[src/design/rtfc_pkg.sv]
// shared types, codes and constants for the region table fault check block
package rtfc_pkg;

  localparam int unsigned DefMaxRegions = 16;

  // request function codes
  localparam logic [1:0] FUNC_INSERT = 2'd0;
  localparam logic [1:0] FUNC_FAULT  = 2'd1;
  localparam logic [1:0] FUNC_CLEAR  = 2'd2;

  // result status codes
  localparam logic [2:0] ST_OK        = 3'd0;
  localparam logic [2:0] ST_NO_REGION = 3'd1;
  localparam logic [2:0] ST_DENIED    = 3'd2;
  localparam logic [2:0] ST_BAD_RANGE = 3'd3;
  localparam logic [2:0] ST_FULL      = 3'd4;

  // permission and fault code bit positions
  localparam int unsigned PERM_READ_BIT  = 0;
  localparam int unsigned PERM_WRITE_BIT = 1;
  localparam int unsigned PERM_EXEC_BIT  = 2;
  localparam int unsigned FC_PRESENT_BIT = 0;
  localparam int unsigned FC_WRITE_BIT   = 1;

  typedef struct packed {
    logic [1:0]  func;
    logic [31:0] region_start;
    logic [31:0] region_end;
    logic [2:0]  region_perm;
    logic [31:0] fault_addr;
    logic [1:0]  fault_code;
  } req_t;

  typedef struct packed {
    logic [2:0]  status;
    logic [31:0] hit_start;
    logic [31:0] hit_end;
    logic [2:0]  hit_perm;
    logic        page_writable;
  } rsp_t;

  typedef struct packed {
    logic [31:0] start_addr;
    logic [31:0] end_addr;
    logic [2:0]  perm;
  } entry_t;

  typedef enum logic [1:0] {
    RD_SCAN,
    RD_LAST,
    RD_SHIFT
  } rd_sel_e;

  typedef enum logic {
    RES_PLAIN,
    RES_HIT
  } res_sel_e;

  // controller to datapath
  typedef struct packed {
    logic       load_req;
    logic       rd_en;
    rd_sel_e    rd_sel;
    logic       scan_clr;
    logic       scan_step;
    logic       take_prev;
    logic       take_next;
    logic       pos_at_j;
    logic       shift_init;
    logic       shift_write;
    logic       ins_write;
    logic       hit_last;
    logic       hit_scan;
    logic       clear_tab;
    logic       res_load;
    res_sel_e   res_sel;
    logic [2:0] res_status;
  } cmd_t;

  // datapath to controller
  typedef struct packed {
    logic [1:0] func;
    logic       range_bad;
    logic       j_at_count;
    logic       lh_usable;
    logic       rd_holds;
    logic       rd_le;
    logic       overlap;
    logic       full;
    logic       shift_done;
    logic       out_busy;
  } sts_t;

endpackage

[src/design/rtfc_ctrl.sv]
// sequencing state machine for insert, fault check and clear requests
module rtfc_ctrl (
  input  logic          clk_i,
  input  logic          rst_ni,
  input  logic          req_valid_i,
  output logic          req_stall_o,
  input  rtfc_pkg::sts_t sts_i,
  output rtfc_pkg::cmd_t cmd_o
);
  import rtfc_pkg::*;

  typedef enum logic [3:0] {
    S_IDLE,
    S_DISPATCH,
    S_INS_RD,
    S_INS_EV,
    S_INS_CHK,
    S_SH_RD,
    S_SH_WR,
    S_INS_WR,
    S_FC_LAST,
    S_FC_RD,
    S_FC_EV
  } state_e;

  state_e state_q, state_d;

  assign req_stall_o = (state_q != S_IDLE);

  always_comb begin
    state_d = state_q;
    cmd_o   = '0;
    cmd_o.rd_sel     = RD_SCAN;
    cmd_o.res_sel    = RES_PLAIN;
    cmd_o.res_status = ST_OK;
    unique case (state_q)
      S_IDLE: begin
        if (req_valid_i) begin
          cmd_o.load_req = 1'b1;
          state_d = S_DISPATCH;
        end
      end
      S_DISPATCH: begin
        unique case (sts_i.func)
          FUNC_INSERT: begin
            if (sts_i.range_bad) begin
              if (!sts_i.out_busy) begin
                cmd_o.res_load   = 1'b1;
                cmd_o.res_status = ST_BAD_RANGE;
                state_d = S_IDLE;
              end
            end else begin
              cmd_o.scan_clr = 1'b1;
              state_d = S_INS_RD;
            end
          end
          FUNC_FAULT: begin
            if (sts_i.lh_usable) begin
              cmd_o.rd_en  = 1'b1;
              cmd_o.rd_sel = RD_LAST;
              state_d = S_FC_LAST;
            end else begin
              cmd_o.scan_clr = 1'b1;
              state_d = S_FC_RD;
            end
          end
          FUNC_CLEAR: begin
            if (!sts_i.out_busy) begin
              cmd_o.clear_tab = 1'b1;
              cmd_o.res_load  = 1'b1;
              state_d = S_IDLE;
            end
          end
          default: begin
            if (!sts_i.out_busy) begin
              cmd_o.res_load = 1'b1;
              state_d = S_IDLE;
            end
          end
        endcase
      end
      S_INS_RD: begin
        if (sts_i.j_at_count) begin
          cmd_o.pos_at_j = 1'b1;
          state_d = S_INS_CHK;
        end else begin
          cmd_o.rd_en = 1'b1;
          state_d = S_INS_EV;
        end
      end
      S_INS_EV: begin
        if (sts_i.rd_le) begin
          cmd_o.take_prev = 1'b1;
          cmd_o.scan_step = 1'b1;
          state_d = S_INS_RD;
        end else begin
          cmd_o.pos_at_j  = 1'b1;
          cmd_o.take_next = 1'b1;
          state_d = S_INS_CHK;
        end
      end
      S_INS_CHK: begin
        if (sts_i.overlap || sts_i.full) begin
          if (!sts_i.out_busy) begin
            cmd_o.res_load   = 1'b1;
            cmd_o.res_status = sts_i.overlap ? ST_BAD_RANGE : ST_FULL;
            state_d = S_IDLE;
          end
        end else begin
          cmd_o.shift_init = 1'b1;
          state_d = S_SH_RD;
        end
      end
      S_SH_RD: begin
        if (sts_i.shift_done) begin
          state_d = S_INS_WR;
        end else begin
          cmd_o.rd_en  = 1'b1;
          cmd_o.rd_sel = RD_SHIFT;
          state_d = S_SH_WR;
        end
      end
      S_SH_WR: begin
        cmd_o.shift_write = 1'b1;
        state_d = S_SH_RD;
      end
      S_INS_WR: begin
        if (!sts_i.out_busy) begin
          cmd_o.ins_write = 1'b1;
          cmd_o.res_load  = 1'b1;
          state_d = S_IDLE;
        end
      end
      S_FC_LAST: begin
        if (sts_i.rd_holds) begin
          if (!sts_i.out_busy) begin
            cmd_o.hit_last = 1'b1;
            cmd_o.res_load = 1'b1;
            cmd_o.res_sel  = RES_HIT;
            state_d = S_IDLE;
          end
        end else begin
          cmd_o.scan_clr = 1'b1;
          state_d = S_FC_RD;
        end
      end
      S_FC_RD: begin
        if (sts_i.j_at_count) begin
          if (!sts_i.out_busy) begin
            cmd_o.res_load   = 1'b1;
            cmd_o.res_status = ST_NO_REGION;
            state_d = S_IDLE;
          end
        end else begin
          cmd_o.rd_en = 1'b1;
          state_d = S_FC_EV;
        end
      end
      S_FC_EV: begin
        if (sts_i.rd_holds) begin
          if (!sts_i.out_busy) begin
            cmd_o.hit_scan = 1'b1;
            cmd_o.res_load = 1'b1;
            cmd_o.res_sel  = RES_HIT;
            state_d = S_IDLE;
          end
        end else begin
          cmd_o.scan_step = 1'b1;
          state_d = S_FC_RD;
        end
      end
      default: begin
        state_d = S_IDLE;
      end
    endcase
  end

  always_ff @(posedge clk_i or negedge rst_ni) begin
    if (!rst_ni) begin
      state_q <= S_IDLE;
    end else begin
      state_q <= state_d;
    end
  end

endmodule

[src/design/rtfc_datapath.sv]
// region table memory, scan registers, compares and result register
module rtfc_datapath #(
  parameter int unsigned MaxRegions = rtfc_pkg::DefMaxRegions
) (
  input  logic           clk_i,
  input  logic           rst_ni,
  input  rtfc_pkg::cmd_t cmd_i,
  output rtfc_pkg::sts_t sts_o,
  input  rtfc_pkg::req_t req_i,
  output logic           rsp_valid_o,
  input  logic           rsp_stall_i,
  output rtfc_pkg::rsp_t rsp_o
);
  import rtfc_pkg::*;

  localparam int unsigned IW = (MaxRegions > 1) ? $clog2(MaxRegions) : 1;
  localparam int unsigned CW = $clog2(MaxRegions + 1);

  entry_t table_mem [MaxRegions];

  req_t          req_q;
  entry_t        rd_q;
  logic [31:0]   prev_end_q, next_start_q;
  logic          has_prev_q, has_next_q;
  logic [CW-1:0] j_q, pos_q, count_q;
  logic [IW-1:0] lh_idx_q;
  logic          lh_valid_q;
  logic          out_valid_q;
  rsp_t          rsp_q, rsp_d;

  logic [CW-1:0] j_m1;
  logic [IW-1:0] rd_addr, wr_addr;
  entry_t        wr_data;
  logic          allowed;

  assign j_m1 = j_q - CW'(1);

  always_comb begin
    unique case (cmd_i.rd_sel)
      RD_SCAN:  rd_addr = j_q[IW-1:0];
      RD_LAST:  rd_addr = lh_idx_q;
      RD_SHIFT: rd_addr = j_m1[IW-1:0];
      default:  rd_addr = j_q[IW-1:0];
    endcase
  end

  // a shift moves the entry read last into slot j, the final write lands the new region
  assign wr_addr = cmd_i.shift_write ? j_q[IW-1:0] : pos_q[IW-1:0];
  always_comb begin
    if (cmd_i.shift_write) begin
      wr_data = rd_q;
    end else begin
      wr_data.start_addr = req_q.region_start;
      wr_data.end_addr   = req_q.region_end;
      wr_data.perm       = req_q.region_perm;
    end
  end

  always_ff @(posedge clk_i) begin
    if (cmd_i.shift_write || cmd_i.ins_write) begin
      table_mem[wr_addr] <= wr_data;
    end
    if (cmd_i.rd_en) begin
      rd_q <= table_mem[rd_addr];
    end
  end

  // status towards the controller
  assign sts_o.func       = req_q.func;
  assign sts_o.range_bad  = req_q.region_start >= req_q.region_end;
  assign sts_o.j_at_count = (j_q == count_q);
  assign sts_o.lh_usable  = lh_valid_q && (CW'(lh_idx_q) < count_q);
  assign sts_o.rd_holds   = (rd_q.start_addr <= req_q.fault_addr) &&
                            (req_q.fault_addr < rd_q.end_addr);
  assign sts_o.rd_le      = rd_q.start_addr <= req_q.region_start;
  assign sts_o.overlap    = (has_prev_q && (prev_end_q > req_q.region_start)) ||
                            (has_next_q && (req_q.region_end > next_start_q));
  assign sts_o.full       = count_q >= CW'(MaxRegions);
  assign sts_o.shift_done = (j_q == pos_q);
  assign sts_o.out_busy   = out_valid_q && rsp_stall_i;

  // write needs the write flag, a read of a present page is never allowed
  assign allowed = req_q.fault_code[FC_WRITE_BIT] ? rd_q.perm[PERM_WRITE_BIT] :
                   (!req_q.fault_code[FC_PRESENT_BIT] &&
                    (rd_q.perm[PERM_READ_BIT] || rd_q.perm[PERM_EXEC_BIT]));

  always_comb begin
    rsp_d = '0;
    if (cmd_i.res_sel == RES_HIT) begin
      rsp_d.status        = allowed ? ST_OK : ST_DENIED;
      rsp_d.hit_start     = rd_q.start_addr;
      rsp_d.hit_end       = rd_q.end_addr;
      rsp_d.hit_perm      = rd_q.perm;
      rsp_d.page_writable = allowed && rd_q.perm[PERM_WRITE_BIT];
    end else begin
      rsp_d.status = cmd_i.res_status;
    end
  end

  always_ff @(posedge clk_i) begin
    if (cmd_i.load_req) begin
      req_q <= req_i;
    end
    if (cmd_i.take_prev) begin
      prev_end_q <= rd_q.end_addr;
    end
    if (cmd_i.take_next) begin
      next_start_q <= rd_q.start_addr;
    end
    if (cmd_i.res_load) begin
      rsp_q <= rsp_d;
    end
  end

  always_ff @(posedge clk_i or negedge rst_ni) begin
    if (!rst_ni) begin
      j_q         <= '0;
      pos_q       <= '0;
      has_prev_q  <= 1'b0;
      has_next_q  <= 1'b0;
      count_q     <= '0;
      lh_idx_q    <= '0;
      lh_valid_q  <= 1'b0;
      out_valid_q <= 1'b0;
    end else begin
      if (cmd_i.scan_clr) begin
        j_q        <= '0;
        has_prev_q <= 1'b0;
        has_next_q <= 1'b0;
      end else if (cmd_i.scan_step) begin
        j_q <= j_q + CW'(1);
      end else if (cmd_i.shift_init) begin
        j_q <= count_q;
      end else if (cmd_i.shift_write) begin
        j_q <= j_m1;
      end
      if (cmd_i.take_prev) begin
        has_prev_q <= 1'b1;
      end
      if (cmd_i.take_next) begin
        has_next_q <= 1'b1;
      end
      if (cmd_i.pos_at_j) begin
        pos_q <= j_q;
      end
      if (cmd_i.clear_tab) begin
        count_q    <= '0;
        lh_idx_q   <= '0;
        lh_valid_q <= 1'b0;
      end else if (cmd_i.ins_write) begin
        count_q <= count_q + CW'(1);
        // keep naming the same region after it moved up a slot
        if (lh_valid_q && (CW'(lh_idx_q) >= pos_q)) begin
          lh_idx_q <= lh_idx_q + IW'(1);
        end
      end else if (cmd_i.hit_scan) begin
        lh_idx_q   <= j_q[IW-1:0];
        lh_valid_q <= 1'b1;
      end else if (cmd_i.hit_last) begin
        lh_valid_q <= 1'b1;
      end
      if (cmd_i.res_load) begin
        out_valid_q <= 1'b1;
      end else if (!rsp_stall_i) begin
        out_valid_q <= 1'b0;
      end
    end
  end

  assign rsp_valid_o = out_valid_q;
  assign rsp_o       = rsp_q;

`ifndef SYNTHESIS
  a_count_bound: assert property (@(posedge clk_i) disable iff (!rst_ni)
    count_q <= CW'(MaxRegions))
    else $error("region count above table depth");

  a_last_hit_in_table: assert property (@(posedge clk_i) disable iff (!rst_ni)
    lh_valid_q |-> (CW'(lh_idx_q) < count_q))
    else $error("last hit index outside filled table");

  a_no_result_overrun: assert property (@(posedge clk_i) disable iff (!rst_ni)
    cmd_i.res_load |-> !(out_valid_q && rsp_stall_i))
    else $error("result loaded over a stalled result");

  a_insert_fits: assert property (@(posedge clk_i) disable iff (!rst_ni)
    cmd_i.ins_write |-> (count_q < CW'(MaxRegions)) && (pos_q <= count_q))
    else $error("insert into a full table or past its end");
`endif

endmodule

[src/design/region_table_fault_check_core.sv]
// Region table fault check: sorted table of address regions with fault permission lookup.
//
// One request channel (req_valid_i / req_stall_o / req_i) carries insert, fault check and
// clear requests; one result channel (rsp_valid_o / rsp_stall_i / rsp_o) returns exactly
// one result per request, in order. A request is taken when valid is high and stall low.
// Requests are handled one at a time; req_stall_o is high from the request being taken
// until its result has been loaded into the output register.
// The table is a single-port memory of MaxRegions entries; every entry visit is a read,
// then an evaluate on the registered read data. The steps of each request:
//   clear, unused code, empty or inverted range: result loaded from the dispatch state
//   fault check hitting the last-hit entry: that entry is read and evaluated alone
//   fault check by scan: entries read from the first until one holds the address, or
//   all of them when nothing holds it; the scan follows a last-hit entry that missed
//   insert: entries read to find the slot, then entries above it moved up one by one,
//   then the new region written; overlap or full table answers after the slot search
// A new request is taken in the cycle after the result is loaded.
// Reset empties the table (entry count and last-hit register cleared) at once.
// While the receiver stalls, the result is held; the block finishes the next request
// up to its result and then waits for the output register to free.
module region_table_fault_check_core #(
  parameter int unsigned MaxRegions = rtfc_pkg::DefMaxRegions
) (
  input  logic           clk_i,
  input  logic           rst_ni,
  input  logic           req_valid_i,
  output logic           req_stall_o,
  input  rtfc_pkg::req_t req_i,
  output logic           rsp_valid_o,
  input  logic           rsp_stall_i,
  output rtfc_pkg::rsp_t rsp_o
);
  import rtfc_pkg::*;

  cmd_t cmd;
  sts_t sts;

  rtfc_ctrl u_ctrl (
    .clk_i       (clk_i),
    .rst_ni      (rst_ni),
    .req_valid_i (req_valid_i),
    .req_stall_o (req_stall_o),
    .sts_i       (sts),
    .cmd_o       (cmd)
  );

  rtfc_datapath #(
    .MaxRegions (MaxRegions)
  ) u_datapath (
    .clk_i       (clk_i),
    .rst_ni      (rst_ni),
    .cmd_i       (cmd),
    .sts_o       (sts),
    .req_i       (req_i),
    .rsp_valid_o (rsp_valid_o),
    .rsp_stall_i (rsp_stall_i),
    .rsp_o       (rsp_o)
  );

endmodule

[config.mk]
export PLATFORM = sky130hd
export DESIGN_NAME = region_table_fault_check_core
export DESIGN_NICKNAME = d
export VERILOG_FILES = /design/src/design/rtfc_pkg.sv /design/src/design/rtfc_ctrl.sv /design/src/design/rtfc_datapath.sv /design/src/design/region_table_fault_check_core.sv
export SDC_FILE = /design/constraint.sdc
export NUM_CORES = 2
export LEC_CHECK = 0
export BUFFER_PORTS_ARGS = -buffer_cell sky130_fd_sc_hd__buf_4
export CAP_MARGIN = 10
export CORE_MARGIN = 8
export CORE_UTILIZATION = 40
export CTS_CLUSTER_DIAMETER = 40
export DETAILED_ROUTE_END_ITERATION = 7
export SETUP_SLACK_MARGIN = 0.4
export SLEW_MARGIN = 10
export SYNTH_ARGS = -nofsm -noshare
export SYNTH_HDL_FRONTEND = slang
export SYNTH_SLANG_ARGS = --single-unit
[constraint.sdc]
create_clock -name clk_i -period 10.6 [get_ports clk_i]
set_clock_uncertainty 0.15 [all_clocks]
set_input_delay 2.12 -clock clk_i [delete_from_list [all_inputs] [get_ports clk_i]]
set_output_delay 2.12 -clock clk_i [all_outputs]
set_load 0.05 [all_outputs]
==> results_dict.tcl <==
set metrics [dict create \
    status "finished clean" \
    cts_tree "yes" \
    grt_max_degree 145 \
    cp_slowest_cell "a21o_4" \
    max_freq_mhz 179.6 \
    io_buffers 179 \
    finish.utilization 0.4756 \
    seq_power_share 0.391 \
    dr.pass1.iters 5 \
    fin_crit_ns 5.569 \
    ant_nets 0 \
    power_mw 19.50 \
    die_h_um 396.7 \
    dp_slack_ns 4.889 \
    hpwlAfterDp_mm 98.73 \
    instances_no_fill 5687 \
    p_leak_nw 23.43 \
    peakVddDrop_mv 0.2643 \
    wl_met3_mm 14.03 \
    fin_ws_ns 5.031 \
    diodes 0 \
    synth-seq-cells 1404 \
    wl_mm 158.3 \
    clk_latency_ns 0.80 \
    hold_viol_final 0 \
    crit_fanout 100 \
    hp-class "reg2reg" \
    ys_async_sr_fraction 0.01923 \
    p_switching_mw 6.591 \
    cp.required_ns 10.94 \
    power_per_cell_area_mw_per_mm2 285.4 \
    hold-worst-slack_ns 0.3295 \
    p_clk_frac 0.311 \
    syn_area_mm2 0.05796 \
    dpl-instance-area_mm2 0.06227 \
    drtIter0Drc 3266 \
    synth-edff-count 1377 \
    hold_depth 1 \
    viasPerCell 5.652 \
    syn_nets 3609 \
    internal-power_mw 12.90 \
    routabilityCongestion 0.8391 \
    yosysWarningCount 0 \
    avgSynthCellArea_um2 17.57 \
    ys.flop_type "edfxtp_1" \
    fin_area_mm2 0.06832 \
    holdBufCountCts 0 \
    area_growth_pct 17.88 \
    tightest_slew_ns 1.356 \
    cp-start-kind "flip-flop" \
    grt_setup_unrepaired "no" \
    clkTransAtPathRegs_ns 0.05 \
    antenna_found_initial 9 \
    slew_violations 0 \
    grt_usage 0.1976 \
    grt_pass1_vias 31962 \
    drt-met1-wl_mm 70.86 \
    dpl.cell_count 5362 \
    met2WireLength_mm 71.03 \
    grt-ovfl-total 0 \
    ys_top_cells_by_area "edfxtp_1 (71%), mux4_2 (10%), ha_1 (4.4%), nand2_1 (1.8%), dfrtp_1 (1.2%)" \
    cp_cell_sequence "inv_1 > ha_1 > a21o_1 > a21o_1 > a21oi_1 > o211ai_1 > nand2b_1 > inv_1 > ha_1 > a221oi_1 > a21o_4 > buf_12 > mux4_2 > and2_1 > a211oi_1 > a31oi_1" \
    rows 139 \
    synth.most_common_cell "edfxtp_1" \
    p_sw_frac 0.3381 \
    htreeDepth 4 \
    core_area_mm2 0.1437 \
    fin_nets 3947 \
    slowest_delay_ns 0.69 \
    slew_headroom 0.08974 \
    setup_viol 0 \
    netlist_instances 3298 \
    post_cts_resized 0 \
    synth_top_area_share 0.7134 \
    rr_worst_depth 16 \
    synthTopCellsByCount "edfxtp_1 (1377), nand2_1 (282), mux4_2 (268)" \
    ys_types 73 \
    cts_setup_buffers 0 \
    cts_buffers 175 \
    crit_arrival_ns 5.91 \
    ctsLongestPathBuffers 3 \
    tns_ns 0 \
    clock_sinks 1404 \
    drive_gt1_frac 0.2394 \
    die_w_um 396.7 \
    endpoint_kind "flip-flop" \
    post_drt_wl_per_cell_um 27.83 \
    combPwrFrac 0.297 \
    io_pins 180 \
    clockRootBuffer "clkbuf_16" \
    grt_pass1_wl_mm 227.6 \
    num_vias 32145 \
    die_area_mm2 0.1573 \
    yosysTopAreaCell "edfxtp_1" \
    initial_core_util 0.4035 \
    critical_path_class "reg2reg" \
    highest_layer "met4" \
    period_share 0.5254 \
    seq_area_frac_synth 0.7251 \
    drv_cap 0 \
    drc 0 \
]
-- area by class of cell --
| type | count | area [um2] |
|---|---|---|
| multi-input cells | 1570 | 14860 |
| clock buffers | 198 | 4487 |
| flip-flops and latches | 1404 | 42030 |
| well taps | 1903 | 2381 |
| fillers | 12063 | 75330 |
| inverters | 177 | 664.4 |
| clock inverters | 127 | 1555 |
| repair buffers | 308 | 2350 |
-- sequential cells by signal, indices dropped and copies added (netlist names), 4 cells and up --
register	flops
u_datapath.pos_q	5
u_datapath.lh_idx_q	4
u_datapath.prev_end_q	32
u_datapath.req_q	101
u_datapath.table_mem	1072
u_ctrl.state_q	4
u_datapath.rd_q	67
u_datapath.rsp_o	71
u_datapath.j_q	5
u_datapath.count_q	5
u_datapath.next_start_q	32
-- path summary, 6_finish.rpt --
path	start	slack, ns	endpoint
worst max-delay path	u_datapath.count_q[1]$_DFFE_PN0P_	5.03	u_datapath.rd_q[34]$_DFFE_PP_
worst min-delay path	u_datapath.has_next_q$_DFFE_PN0P_	0.33	u_datapath.has_next_q$_DFFE_PN0P_
worst min register to register	u_datapath.has_next_q$_DFFE_PN0P_	0.33	u_datapath.has_next_q$_DFFE_PN0P_
worst max register to register	u_datapath.count_q[1]$_DFFE_PN0P_	5.03	u_datapath.rd_q[34]$_DFFE_PP_
min in group asynchronous	rst_ni	1.11	u_datapath.pos_q[3]$_DFFE_PN0P_
max in group asynchronous	rst_ni	8.88	u_datapath.count_q[3]$_DFFE_PN0P_
-- kinds of logic (layout without fill, tap and decap cells) --
| logic type | Yosys count | after routing | synth area share |
|---|---|---|---|
| buf+inv | 324 | 810 | 0.02247 |
| fa+ha+maj | 204 | 204 | 0.04404 |
| xor+xnor | 13 | 13 | 0.001964 |
| mux | 272 | 272 | 0.1049 |
| flops | 1404 | 1404 | 0.7251 |
| compound gates | 455 | 455 | 0.05004 |
| simple gates | 626 | 626 | 0.05153 |
-- critical path, delay by kind of cell, from the launching register on --
family                     cells  cell delay (ns)
DFF                            1             0.47
muxes                          1             0.60
adders and majority gates      2             0.67
buffers and inverters          3             0.81
and+or+nand+nor                2             0.42
AOI/OAI and AO/OA              8             1.94
-- layout by cell type, fill, tap and decap left out, types with 13 or more instances in the layout --
cell,count
a211oi_1,80
clkinvlp_4,18
clkinv_1,19
a21o_1,24
dfrtp_1,27
clkbuf_1,22
mux4_2,268
buf_4,305
nor2_4,17
bufinv_16,22
clkinv_2,21
edfxtp_1,1377
nand4_1,38
a21oi_1,88
a31oi_1,75
clkbuf_16,176
nand2_1,282
inv_6,19
nor2_1,54
nor3_1,52
inv_1,176
and2_1,99
o211ai_1,14
ha_1,204
nand3_1,17
o21ai_1,16
o21ai_0,94
nand2b_1,13
-- layer usage --
metal	global-route usage	up-vias
met4	0.04001	0
li1	-	13799
met1	0.2938	16834
met3	0.04723	189
met5	0	-
met2	0.2982	1323
-- power by group through the flow --
stage	registers, mW	clock network [mW]	logic [mW]
4_1_cts	7.62	6.16	5.85
2_1_floorplan	7.71	0	3.71
5_1_grt	7.66	6.39	6.29
3_3_place_gp	7.74	0	5.79
3_5_place_dp	7.73	0	5.83
6_report	7.63	6.07	5.80
Note: power is estimated with default switching activity, not from simulation.
